--- config.mk ---
export PLATFORM = sky130hd
export DESIGN_NAME = cfpq_slot_filter
export DESIGN_NICKNAME = d
export VERILOG_FILES = /design/src/rtl/cfpq_pkg.sv /design/src/rtl/cfpq_slot_filter.sv
export SDC_FILE = /design/constraint.sdc
export NUM_CORES = 1
export LEC_CHECK = 0
export ABC_AREA = 1
export BUFFER_PORTS_ARGS = -buffer_cell sky130_fd_sc_hd__clkbuf_2
export CORE_ASPECT_RATIO = 0.7
export CORE_MARGIN = 2
export CORE_UTILIZATION = 56
export DETAILED_ROUTE_END_ITERATION = 16
export GPL_TIMING_DRIVEN = 0
export PLACE_DENSITY = 0.87
export SYNTH_ARGS = -nofsm -noshare
export SYNTH_HDL_FRONTEND = slang
export SYNTH_SLANG_ARGS = --single-unit
--- constraint.sdc ---
create_clock -name vclk -period 8.4
set_input_delay 1.68 -clock vclk [all_inputs]
set_output_delay 1.68 -clock vclk [all_outputs]
set_load 0.01 [all_outputs]
--- src/rtl/cfpq_pkg.sv ---
`timescale 1ns / 1ps
package cfpq_pkg;

  // Fixed identifier width and maximum data length of the frame format.
  localparam int unsigned IdWidth   = 11;
  localparam int unsigned MaxDlc    = 8;

  // Input commands.
  typedef enum logic [1:0] {
    CMD_FRAME   = 2'd0,
    CMD_FILL    = 2'd1,
    CMD_PROGRAM = 2'd2,
    CMD_NONE    = 2'd3
  } cmd_e;

  // Result kinds.
  typedef enum logic [1:0] {
    KIND_FRAME   = 2'd0,
    KIND_SUMMARY = 2'd1,
    KIND_BAD_ID  = 2'd2
  } kind_e;

  // Slot filter modes.
  typedef enum logic [1:0] {
    MODE_NEVER  = 2'd0,
    MODE_ALWAYS = 2'd1,
    MODE_TIMED  = 2'd2,
    MODE_COUNT  = 2'd3
  } slot_mode_e;

  // One entry of the slot table.
  typedef struct packed {
    slot_mode_e  mode;
    logic [15:0] setting;
    logic [31:0] last_sent;
    logic [15:0] skip;
  } slot_entry_t;

  // One queued frame.
  typedef struct packed {
    logic [IdWidth-1:0] id;
    logic               rtr;
    logic [3:0]         dlc;
    logic [63:0]        data;
  } frame_t;

  // Mask that keeps the low dlc bytes of a payload word.
  function automatic logic [63:0] byte_mask(input logic [3:0] dlc);
    logic [63:0] mask;
    mask = '0;
    for (int b = 0; b < 8; b++) begin
      if (4'(b) < dlc) begin
        mask[b*8 +: 8] = 8'hFF;
      end
    end
    return mask;
  endfunction

endpackage

--- src/rtl/cfpq_slot_filter.sv ---
`timescale 1ns / 1ps
module cfpq_slot_filter (
  input  cfpq_pkg::slot_entry_t entry_i,
  input  logic                  program_i,
  input  logic [31:0]           now_ms_i,
  input  cfpq_pkg::slot_mode_e  new_mode_i,
  input  logic [15:0]           new_setting_i,
  output cfpq_pkg::slot_entry_t entry_o,
  output logic                  pass_o
);
  import cfpq_pkg::*;

  logic [31:0] elapsed;
  logic [15:0] skip_inc;

  assign elapsed  = now_ms_i - entry_i.last_sent;
  assign skip_inc = entry_i.skip + 16'd1;

  // Modify step of the slot read-modify-write.
  always_comb begin
    entry_o = entry_i;
    pass_o  = 1'b0;
    if (program_i) begin
      entry_o.mode    = new_mode_i;
      entry_o.setting = new_setting_i;
      entry_o.skip    = '0;
    end else begin
      case (entry_i.mode)
        MODE_ALWAYS: begin
          pass_o = 1'b1;
        end
        MODE_TIMED: begin
          if (elapsed > {16'd0, entry_i.setting}) begin
            entry_o.last_sent = now_ms_i;
            pass_o            = 1'b1;
          end
        end
        MODE_COUNT: begin
          entry_o.skip = skip_inc;
          if (skip_inc >= entry_i.setting) begin
            entry_o.skip = '0;
            pass_o       = 1'b1;
          end
        end
        default: begin
          pass_o = 1'b0;
        end
      endcase
    end
  end

endmodule

==> run summary, run 1 <==
The critical path starts at entry_i[0]. The placement row count is 27. The worst-case hold slack is 3.65 ns. The critical path data required time is between 6 and 7 ns.

The worst hold path belongs to the class in2out. The number of buffers inserted for hold repair after clock tree synthesis came out at 0. The most critical setup path has its endpoint at entry_o[3]. The worst max-slew margin expressed relative to the limit came out at 0.489. The total number of vias is between 6000 and 7000. The number of unique standard cell types used by synthesis came out at 29. In the final layout, the share of cells above drive strength 1 is 0.189. The area growth from synthesis to layout is 22.8%. The chip height is 79.6 um. The internal power contribution came out at ~0.14 mW.

The share of synthesized area occupied by flip-flops and latches came out at 0. Measured along the x axis, the die boundary spans 112 um. The HPWL after detailed placement is between 10 and 15 mm. The first detailed-routing pass ran for 7 iterations.

The top fanout value on the critical path is 10. The kind of cell adding the most delay to the critical path is simple AND/OR/NAND/NOR gates. The area of placed instances came out at between 0.005 and 0.006 mm^2. The mean area per synthesized cell is 4.95 um^2. The highest cell delay on the worst timing path is around 0.44 ns.

The combined area of the multi-input logic cells is between 0.003 and 0.004 mm^2. Entering global routing, the biggest net connects 11 pins. The slowest stage of the critical path belongs to the cell sky130_fd_sc_hd__clkbuf_1.

The number of clock buffers in the layout came out at 0. The cell area after synthesis came out at between 0.004 and 0.005 mm^2. For the final routed database, the setup TNS stands at 0 ns. In this run, the number of DRC markers left after iteration 0 of detailed routing was 519. The repair_antennas step left the layout with diodes totalling 0.

The flow ran to the end, and the final reports show no timing, DRC or antenna violations. The number of sequential storage elements came out at 0. The number of nets in the synthesized netlist is ~1100.

Setup repair after global routing left no endpoint under its margin. The number of nets with antenna violations after routing is 0. The detailed-route DRC error count came out at 0.

The share of total power dissipated in combinational logic is 1.000. The number of top-level design ports came out at 184. The first global-routing pass estimated approximately 24 mm of wire. The sum of overflow across all layers after global routing is 0. The worst path buffer plus inverter count is 6.

The count of buffers added on input and output ports is ~180. The number of gates resized after cts came out at 0. The switching share of power is 0.621.

The post-detailed-route via-to-cell ratio came out at between 5 and 6. For this design the ratio of total power to cell area is about 66 mW/mm^2. The critical path is of the in2out type. Walking the worst path, the cells encountered are clkbuf_2 > ha_1 > nand3_1 > nor3b_2 > nand3_1 > nor3b_2 > nand3_1 > nor2_1 > xor2_1 > ha_1 > nand2_1 > inv_1 > nand3_1 > inv_1 > a21oi_1 > nand3_1 > inv_1 > clkbuf_1 > nand2_1 > a21oi_1 > clkbuf_2. The leakage power summed over all cells is between 3 and 4 nW. STA classifies the critical path endpoint as an output port. In this run the power spent charging and discharging nets is roughly 0.23 mW. The time the worst path needs with I/O delays and setup came out at ~7.1 ns. The most common cell after layout, fill and taps aside is sky130_fd_sc_hd__nand2_1. For this run, the share of the core covered by cells in the final layout is 0.710. The most numerous cell type found on the critical path is sky130_fd_sc_hd__nand3_1.

Routability-driven placement finished with a final weighted congestion of about 0.98. The initial antenna violation count is 0. The worst setup path is launched from an input pin. The post-layout instance area came out at approximately 0.0056 mm^2. The share of power burned in the clock network came out at 0. The number of max-cap violations came out at 0. In the layout the commonest cells are sky130_fd_sc_hd__nand2_1 (365), sky130_fd_sc_hd__inv_1 (184), sky130_fd_sc_hd__clkbuf_2 (183).

In this run the standard cell core region covers ~0.008 mm^2. The number of pins with negative max-slew slack in the final report is 0. The fraction of power consumed by sequential logic came out at 0. The part of the cycle the worst path needs came out at 0.850. The final layout net count is approximately 1300.

The total number of yosys warnings is 0. Timing would allow up to 140 MHz. The critical path crosses 21 cells after its start point. The synthesized netlist cell count is a little over 900. The post-CTS setup repair buffer count is 0. The worst supply voltage drop on vdd is around 37 uV. At the pin with the least slew margin, the transition time is about 0.76 ns. For the worst setup path, the data arrival time is about 5.5 ns. The starting utilization of the core area is 0.578. The total track usage is 0.328.

The routed length per placed instance is 12.5 um. The count of fill cells added during filler insertion came out at between 700 and 800. The number of global-route vias before repair was between 5000 and 6000.

The area of the die is slightly below 0.009 mm^2. The sequential cell area came out at 0 um^2. The number of hold-slack violations in the final timing report came out at 0.

Overall power consumption after layout is estimated at ~0.37 mW. The detailed-route wire length came out at about 15 mm. The number of setup violations in the final report came out at 0.
[cell type report]
cell class | instances | share of cell area
tap | 101 | 0.0225
inverter | 187 | 0.125
timing repair buffer | 183 | 0.163
buffer | 18 | 0.0167
multi-input combinational | 719 | 0.672
[metal layers]
metal | up-vias | part of all wire | wire length, um | GRT usage
met2 | 276 | 0.37 | 5620 | 0.486
li1 | 3229 | - | - | -
met3 | 6 | 0.12 | 1830 | 0.0448
met5 | - | 0 | 0 | 0
met4 | 0 | 0.0032 | 48 | 0.0146
met1 | 2564 | 0.50 | 7570 | 0.518
[worst min-delay path: stages]
cell                       delay [ns]
sky130_fd_sc_hd__clkbuf_2        0.08
sky130_fd_sc_hd__nand2_1         0.04
sky130_fd_sc_hd__nand2_1         0.05
sky130_fd_sc_hd__clkbuf_2        0.12
[Yosys cell counts (all sizes together)]
| cell type | instances | area, um^2 |
|---|---|---|
| o21ai | 39 | 195 |
| nor3b | 2 | 25.0 |
| nand3 | 76 | 390 |
| fa | 1 | 20.0 |
| xnor2 | 4 | 35.0 |
| buf | 6 | 48.8 |
| nand3b | 3 | 22.5 |
| nor2 | 65 | 257 |
| clkbuf | 12 | 45.0 |
| ha | 64 | 801 |
| o21a | 1 | 7.51 |
| o21bai | 3 | 22.5 |
| nor3 | 7 | 55.1 |
| nand4 | 11 | 68.8 |
| xor2 | 25 | 219 |
| o211a | 1 | 10.0 |
| clkinv | 2 | 7.51 |
| a21oi | 45 | 225 |
| o211ai | 1 | 7.51 |
| inv | 185 | 694 |
| nand2 | 371 | 1410 |
[worst min path at each step]
stage,startpoint,to,slack [ns],cells after the start
after floorplan,entry_i[18],entry_o[18],3.48,2
after global placement,new_mode_i[0],entry_o[64],3.64,4
after detailed placement,new_mode_i[0],entry_o[64],3.65,4
after CTS,new_mode_i[0],entry_o[64],3.65,4
after global routing,new_mode_i[1],entry_o[65],3.67,4
final,new_mode_i[0],entry_o[64],3.65,4
[cell families after synthesis]
family          Yosys count  share of synthesized area
compound gates           90                      0.102
buf+inv                 205                      0.174
simple gates            535                      0.488
xor+xnor                 29                     0.0556
fa+ha+maj                65                      0.180
[stage by stage]
stage	cells	worst slack [ns]
floorplan	924	2.38
global placement	1208	1.44
detailed placement	1208	1.40
CTS	1208	1.38
global route	1208	0.963
finish	1208	1.26
[power by group through the flow]
stage	Clock, mW	Combinational, mW	Sequential (mW)
after floorplan	0	0.241	0
after global placement	0	0.354	0
after detailed placement	0	0.359	0
after CTS	0	0.361	0
after global routing	0	0.416	0
final	0	0.368	0
Note: power is estimated with default switching activity, not from simulation.
==> run 2, diff against run 1 <==
ABC_AREA = 0   (was 1)
CORE_ASPECT_RATIO = 1.2   (was 0.7)
CORE_UTILIZATION = 55   (was 56)
PLACE_DENSITY = 0.86   (was 0.87)
==> run 2 against run 1 <==
- hold slack better by 0.017 ns
- critical path depth stayed put
- combinational power up 6.3%
- final cell count decreased by 26%
- critical path type unchanged
- highest routed layer unchanged
==> run summary, run 2 <==
The share of synthesized area occupied by flip-flops and latches is 0 (unchanged). The number of gates resized after cts came out at 0 (unchanged). The startpoint-to-endpoint class of the critical path is in2out. The standard cell core area was 0.00771 mm^2 (-2.5%).

The chip height came out at 102 um (+28%). The area of the die is 0.00867 mm^2 (-2.7%). The first-pass GRT wire length is 22.6 mm (-7.0%). The mean area per synthesized cell is 7.09 um^2 (+43%). The post-CTS setup repair buffer count came out at 0 (unchanged). Sorting the synthesized cells by how often they occur yields sky130_fd_sc_hd__nand2_1 (77), sky130_fd_sc_hd__ha_1 (64), sky130_fd_sc_hd__inv_1 (57), sky130_fd_sc_hd__a21oi_1 (54), sky130_fd_sc_hd__o21ai_0 (39).

The die outline width is 85.3 um (-24%). The simple-gate share of the synthesized area is 0.241 (-0.247). The post-detailed-route via-to-cell ratio is 5.99 (+19%). The number of sequential storage elements came to 0 (unchanged). The final layout net count came out at 983 (-24%). The placement row count is 35 (+30%). The number of unique standard cell types used by synthesis came out at 65 (+120%). The number of instances on the worst hold path is 4 (unchanged). The number of nets in the synthesized netlist came out at 798 (-28%). The total number of vias is 5335 (-12%). The routability congestion estimate from global placement is 1.01 (+2.6%). The initial antenna violation count was 0 (unchanged). The adder-cell share of the synthesized area was 0.188 (+0.00834). The xor/xnor share of the synthesized area is 0.0602 (+0.00459). The flow ran to the end, and the final reports show no timing, DRC or antenna violations. The routed length per placed instance came to 16.1 um (+29%). The antenna diode instance count came to 0 (unchanged). The time the worst path needs with I/O delays and setup is 7.95 ns (+0.811 ns). The total track usage came out at 0.312 (-0.0162).

The number of buffers inserted by port buffering is 183 (unchanged). Leaving out fill and tap cells, the most frequent cells in the layout are sky130_fd_sc_hd__clkbuf_2 (184), sky130_fd_sc_hd__nand2_1 (77), sky130_fd_sc_hd__ha_1 (64). By area, the combinational part of the netlist is dominated by compound AO/OA/AOI/OAI gates. The worst max-slew margin expressed relative to the limit was 0.620 (+0.131).

The worst supply voltage drop on vdd came out at 44.7 uV (+22%). The number of hold-slack violations in the final timing report came out at 0 (unchanged). The share of the synthesized area in compound gates (AO/OA/AOI/OAI) came out at 0.283 (+0.180). The most common cell in the synthesized netlist is sky130_fd_sc_hd__nand2_1. The HPWL after detailed placement is 12.2 mm (-9.0%). The part of the cycle the worst path needs came out at 0.947 (+0.0965). The leakage power summed over all cells is 2.93 nW (-22%).

Setup repair after global routing left no endpoint under its margin. The worst hold path belongs to the class in2out. The count of fill cells added during filler insertion came out at 666 (-16%). The fraction of layout cells with a size suffix above 1 is 0.313 (+0.124). The power density over cell area came out at 72.3 mW/mm^2 (+10%). The number of violations reported at the end of detailed-routing iteration 0 was 273 (-47%). The number of nets with antenna violations after routing came out at 0 (unchanged).

The final design utilization came out at 0.701 (-0.00906). STA classifies the critical path endpoint as an output port. The sum of overflow across all layers after global routing came to 0 (unchanged). The iteration count of the initial detailed-routing pass is 5 (-2). The area growth from synthesis to layout is 23.7%.

The number of clock buffers in the layout is 0 (unchanged). The number of max-cap violations is 0 (unchanged). The endpoint arrival time on the critical path came out at 6.27 ns (+0.81 ns). The critical path data required time came to 6.72 ns (about the same). The top fanout value on the critical path is 10 (unchanged). The maximum clock frequency came out at 126 MHz (-10%). The number of top-level design ports came out at 184 (unchanged). By area the synthesized netlist is led by sky130_fd_sc_hd__ha_1 (18%), sky130_fd_sc_hd__mux2_4 (10%), sky130_fd_sc_hd__nand2_1 (6.6%), sky130_fd_sc_hd__a21oi_1 (6.2%), sky130_fd_sc_hd__inv_1 (4.9%). The pin count of the biggest net entering global routing came out at 11 (unchanged).

The detailed-route DRC error count is 0 (unchanged). The sequential cell area is 0 um^2 (unchanged). The library cell used most frequently in the layout, excluding fill and tap cells, is sky130_fd_sc_hd__clkbuf_2. The top cell type's share of synthesized area was 0.183 (-0.116). The number of pins with negative max-slew slack in the final report came out at 0 (unchanged).

The synthesized netlist cell count was 616 (-33%). The mux share of post-synthesis cell area is 0.134 (+0.134). The setup TNS is 0 ns (unchanged).

The startpoint type of the worst setup path is an input pin. Summed over all instances, the cell type with the most area after synthesis is sky130_fd_sc_hd__ha_1. The number of global-route vias before repair is 5075 (-1.1%). The detailed-route wire length is 14.4 mm (-4.6%). The number of buffers inserted for hold repair after clock tree synthesis came out at 0 (unchanged). The starting utilization of the core area came out at 0.567 (-0.0115).

The slew at the pin with the worst max-slew slack is 0.563 ns (-0.200 ns). The number of setup violations in the final report was 0 (unchanged). The total number of yosys warnings is 0 (unchanged). The cell area after synthesis was 0.00437 mm^2 (-4.4%).
==> run 2: cell types whose count changed after synthesis, sizes merged, moves of 15 or more <==
cell,change
nor2,-40
nand2,-294
mux2,+35
nand3,-65
a21o,+15
inv,-128
==> run 2: worst paths after layout <==
kind                 startpoint          end  slack (ns)
setup / recovery    now_ms_i[0]  entry_o[39]        0.45
hold / removal    new_mode_i[0]  entry_o[64]        3.67
==> run 2: cell type report <==
type | count | area [um^2] | share of cell area
Buffer | 29 | 199 | 0.0368
Inverter | 57 | 214 | 0.0396
Multi-Input combinational cell | 530 | 3960 | 0.733
Tap cell | 92 | 115 | 0.0213
Timing Repair Buffer | 183 | 916 | 0.170
==> run 2: critical path: stages <==
cell and delay (ns):
sky130_fd_sc_hd__clkbuf_2 0.09, sky130_fd_sc_hd__inv_1 0.03, sky130_fd_sc_hd__ha_1 0.22, sky130_fd_sc_hd__fa_1 0.41, sky130_fd_sc_hd__nand2b_1 0.20, sky130_fd_sc_hd__a21oi_1 0.29, sky130_fd_sc_hd__nor2_1 0.13, sky130_fd_sc_hd__o21bai_1 0.18
sky130_fd_sc_hd__xor2_1 0.18, sky130_fd_sc_hd__ha_1 0.28, sky130_fd_sc_hd__nand4_1 0.17, sky130_fd_sc_hd__inv_1 0.06, sky130_fd_sc_hd__a221o_1 0.34, sky130_fd_sc_hd__a221o_1 0.35, sky130_fd_sc_hd__a31oi_1 0.18, sky130_fd_sc_hd__o22a_1 0.17
sky130_fd_sc_hd__nand4_2 0.15, sky130_fd_sc_hd__o21ai_4 0.49, sky130_fd_sc_hd__buf_12 0.22, sky130_fd_sc_hd__mux2_4 0.30, sky130_fd_sc_hd__clkbuf_2 0.13
==> run 2: per-stage QoR <==
step                power, mW  setup WS [ns]  instances  hold WS [ns]  instance area (um^2)
floorplan               0.262           1.33        616          3.48                  4370
global placement        0.373          0.469        891          3.65                  5400
global route            0.430          0.189        891          3.68                  5400
CTS                     0.385          0.386        891          3.66                  5400
finish                  0.391          0.446        891          3.67                  5400
detailed placement      0.383          0.411        891          3.66                  5400
==> run 2: layer usage <==
| metal | global-route usage | vias to the layer above | wire length [um] |
|---|---|---|---|
| met1 | 0.344 | 2433 | 5490 |
| met5 | 0 | - | 0 |
| met4 | 0.127 | 0 | 542 |
| li1 | - | 2614 | - |
| met3 | 0.0139 | 40 | 782 |
| met2 | 0.615 | 248 | 7560 |
==> run 2: logic make-up after synthesis <==
logic type | Yosys count
and+or+nand+nor | 207
AOI/OAI and AO/OA | 185
buffers and inverters | 86
adders and majority gates | 65
muxes | 43
xor gates and xnor gates | 30
==> run 2: report_power, final <==
part	internal, mW	switching, mW
Clock	0	0
Sequential	0	0
Combinational	0.171	0.220
==> run 3, diff against run 2 <==
CAP_MARGIN = 25   (was not set)
CORE_UTILIZATION = 51   (was 55)
PLACE_DENSITY = 0.8   (was 0.86)
clock period = 8.2 ns   (was 8.4 ns; I/O delays follow)
==> run 3 against run 2 <==
- design area grew 0.60%
- flip-flop and latch count stayed put
- critical path type unchanged
- combinational power up 2%
- die area grew 7.5%
- final cell count rose by 2.8%
- non-clock buffer count unchanged
- sequential share of layout area is the same
- critical endpoint is now entry_o[17]
- largest cell class unchanged
- routed wire length shrank 2.1%
- first-iteration DRC count up 36%
==> run summary, run 3 (same netlist as run 2, synthesis figures left out) <==
The run finished with clean final reports. The final instance count without filler cells came out at 916 (+2.8%). The post-CTS setup repair buffer count is 0 (unchanged). The initial antenna violation count came to 0 (unchanged). The first-pass GRT wire length came to 22.3 mm (-1.1%). The number of violations reported at the end of detailed-routing iteration 0 came out at 371 (+36%).

For hold timing, the worst endpoint is entry_o[53]. The worst setup path is of the in2out kind. The total track usage came to 0.290 (-0.0221). The area growth from synthesis to layout is 24.4%. The final layout net count is 983 (unchanged). The critical path data required time is 6.56 ns (-0.16 ns). The number of buffers inserted by port buffering is 183 (unchanged). The pre-CTS worst setup slack came out at 0.172 ns (-0.239 ns). The iteration count of the initial detailed-routing pass was 7 (+2).

The HPWL after detailed placement came out at 12.1 mm (-0.81%). The global routing usage on met1 is 0.334 (-0.0101). The share of power burned in the clock network is 0 (unchanged). The leakage power summed over all cells came out at 2.94 nW (+0.11%). The time the worst path needs with I/O delays and setup came out at about 7.9 ns.

The number of sequential storage elements came out at 0 (unchanged). The die outline width came out at 88.5 um (+3.7%). The internal power contribution is 0.174 mW (+2.2%). The power density over cell area is 73.3 mW/mm^2 (+1.3%). The pin count of the biggest net entering global routing came out at 11 (unchanged). The endpoint arrival time on the critical path is 6.23 ns (-0.04 ns).

The number of max-cap violations came to 0 (unchanged). The fraction of power consumed by sequential logic came out at 0 (unchanged). The fraction of layout cells with a size suffix above 1 came to 0.314 (+0.00125). The cell count after placement came out at 916 (+2.8%).

The total number of vias came out at 5345 (+0.19%). The worst supply voltage drop on vdd came out at 40.9 uV (-8.5%). The number of top-level design ports was 184 (unchanged). The global-route track usage on met3 came out at 0.0141 (+0.000241).

The final design utilization is 0.645 (-0.0559). The routability congestion estimate from global placement is 0.975 (-3.3%). The highest cell delay on the worst timing path is 0.45 ns (-0.04 ns).

The post-detailed-route via-to-cell ratio came to 5.84 (-2.5%). The number of global-route vias before repair came out at 5017 (-1.1%). The layer flagged by global routing as most heavily used is met2. The number of gates resized after cts came out at 0 (unchanged). The routed length per placed instance came out at 15.4 um (-4.8%). The fraction of met2 tracks used by global routing is 0.555 (-0.0595).

The antenna diode instance count is 0 (unchanged). STA classifies the critical path endpoint as an output port. The area of placed instances came out at 0.00543 mm^2 (+0.58%). The critical path goes through clkbuf_2 > inv_1 > ha_1 > fa_1 > nand2b_1 > a21oi_1 > nor2_1 > o21bai_1 > xor2_1 > ha_1 > nand4_1 > inv_1 > a221o_1 > a221o_1 > a31oi_1 > o22a_1 > nand4_2 > o21ai_4 > buf_12 > mux2i_1 > clkbuf_2.

The detailed-route DRC error count is 0 (unchanged). The switching component of the power is 0.224 mW (+1.7%). The number of setup violations in the final report is 0 (unchanged). The number of nets with antenna violations after routing is 0 (unchanged).

The combinational cell fraction of total power came out at 1.000 (about the same). Setup repair after global routing left no endpoint under its margin. The starting utilization of the core area came to 0.518 (-0.0483). The sequential cell area was 0 um^2 (unchanged). The number of pins with negative max-slew slack in the final report is 0 (unchanged).

The final worst slack is 0.333 ns (-0.113 ns). The maximum clock frequency came out at 127 MHz. The slew at the pin with the worst max-slew slack is 0.517 ns (-0.0469 ns). In the layout the commonest cells are sky130_fd_sc_hd__clkbuf_2 (185), sky130_fd_sc_hd__nand2_1 (77), sky130_fd_sc_hd__ha_1 (64).

The area of the die came to 0.00932 mm^2 (+7.5%). The worst setup path is launched from an input pin. The top fanout value on the critical path came out at 10 (unchanged).

The switching share of power is 0.562 (-0.00127). The worst-case hold slack is 3.58 ns (-0.0898 ns). The number of instances on the worst hold path came to 4 (unchanged). The worst hold path belongs to the class in2out. For this design, the slowest cell found on the critical path is sky130_fd_sc_hd__o21ai_4. The worst hold path begins at new_setting_i[5]. The sum of internal, switching and leakage power was 0.398 mW (+1.9%). The standard cell core area is 0.00843 mm^2 (+9.3%). The number of hold-slack violations in the final timing report is 0 (unchanged).

The worst max-slew margin expressed relative to the limit is 0.652 (+0.0316). The detailed-route wire length is 14.1 mm (-2.1%). The chip height is 105 um (+3.7%). The setup TNS is 0 ns (unchanged). Leaving out fill and tap cells, the most frequent cell in the layout is sky130_fd_sc_hd__clkbuf_2. The number of clock buffers in the layout came out at 0 (unchanged). The post-layout instance area came to 0.00543 mm^2 (+0.60%). The sum of overflow across all layers after global routing came out at 0 (unchanged).

The part of the cycle the worst path needs is 0.959. The placement row count is 37 (+5.7%). The number of buffers inserted for hold repair after clock tree synthesis came out at 0 (unchanged).
[run 3: worst max path at each step]
stage | slack [ns] | start | cells past startpoint | end
6_report | 0.33 | now_ms_i[0] | 21 | entry_o[17]
5_1_grt | 0.10 | now_ms_i[0] | 21 | entry_o[17]
4_1_cts | 0.16 | entry_i[0] | 18 | entry_o[13]
3_5_place_dp | 0.17 | entry_i[0] | 18 | entry_o[13]
3_3_place_gp | 0.20 | entry_i[0] | 18 | entry_o[13]
2_1_floorplan | 1.21 | entry_i[0] | 16 | entry_o[7]
[run 3: metal layers]
metal	wire length [um]	part of all wire
met3	791	0.056
met2	7510	0.53
met5	0	0
met4	393	0.028
met1	5380	0.38
[run 3: critical path: cells and delay by family]
kind	cells	cell delay, ns
simple gates	4	0.65
compound gates	7	2.01
mux	1	0.26
buf+inv	5	0.58
fa+ha+maj	3	0.91
xor+xnor	1	0.18
[run 3: power groups by stage]
stage	clock (mW)	combinational, mW	sequential, mW
global route	0	0.441	0
CTS	0	0.394	0
detailed placement	0	0.392	0
floorplan	0	0.268	0
finish	0	0.398	0
global placement	0	0.384	0
[run 3: final cells by class]
type	count	area [um^2]
Timing Repair Buffer	183	916
Multi-Input combinational cell	530	3960
Fill cell	828	2990
Inverter	57	214
Tap cell	117	146
Buffer	29	200
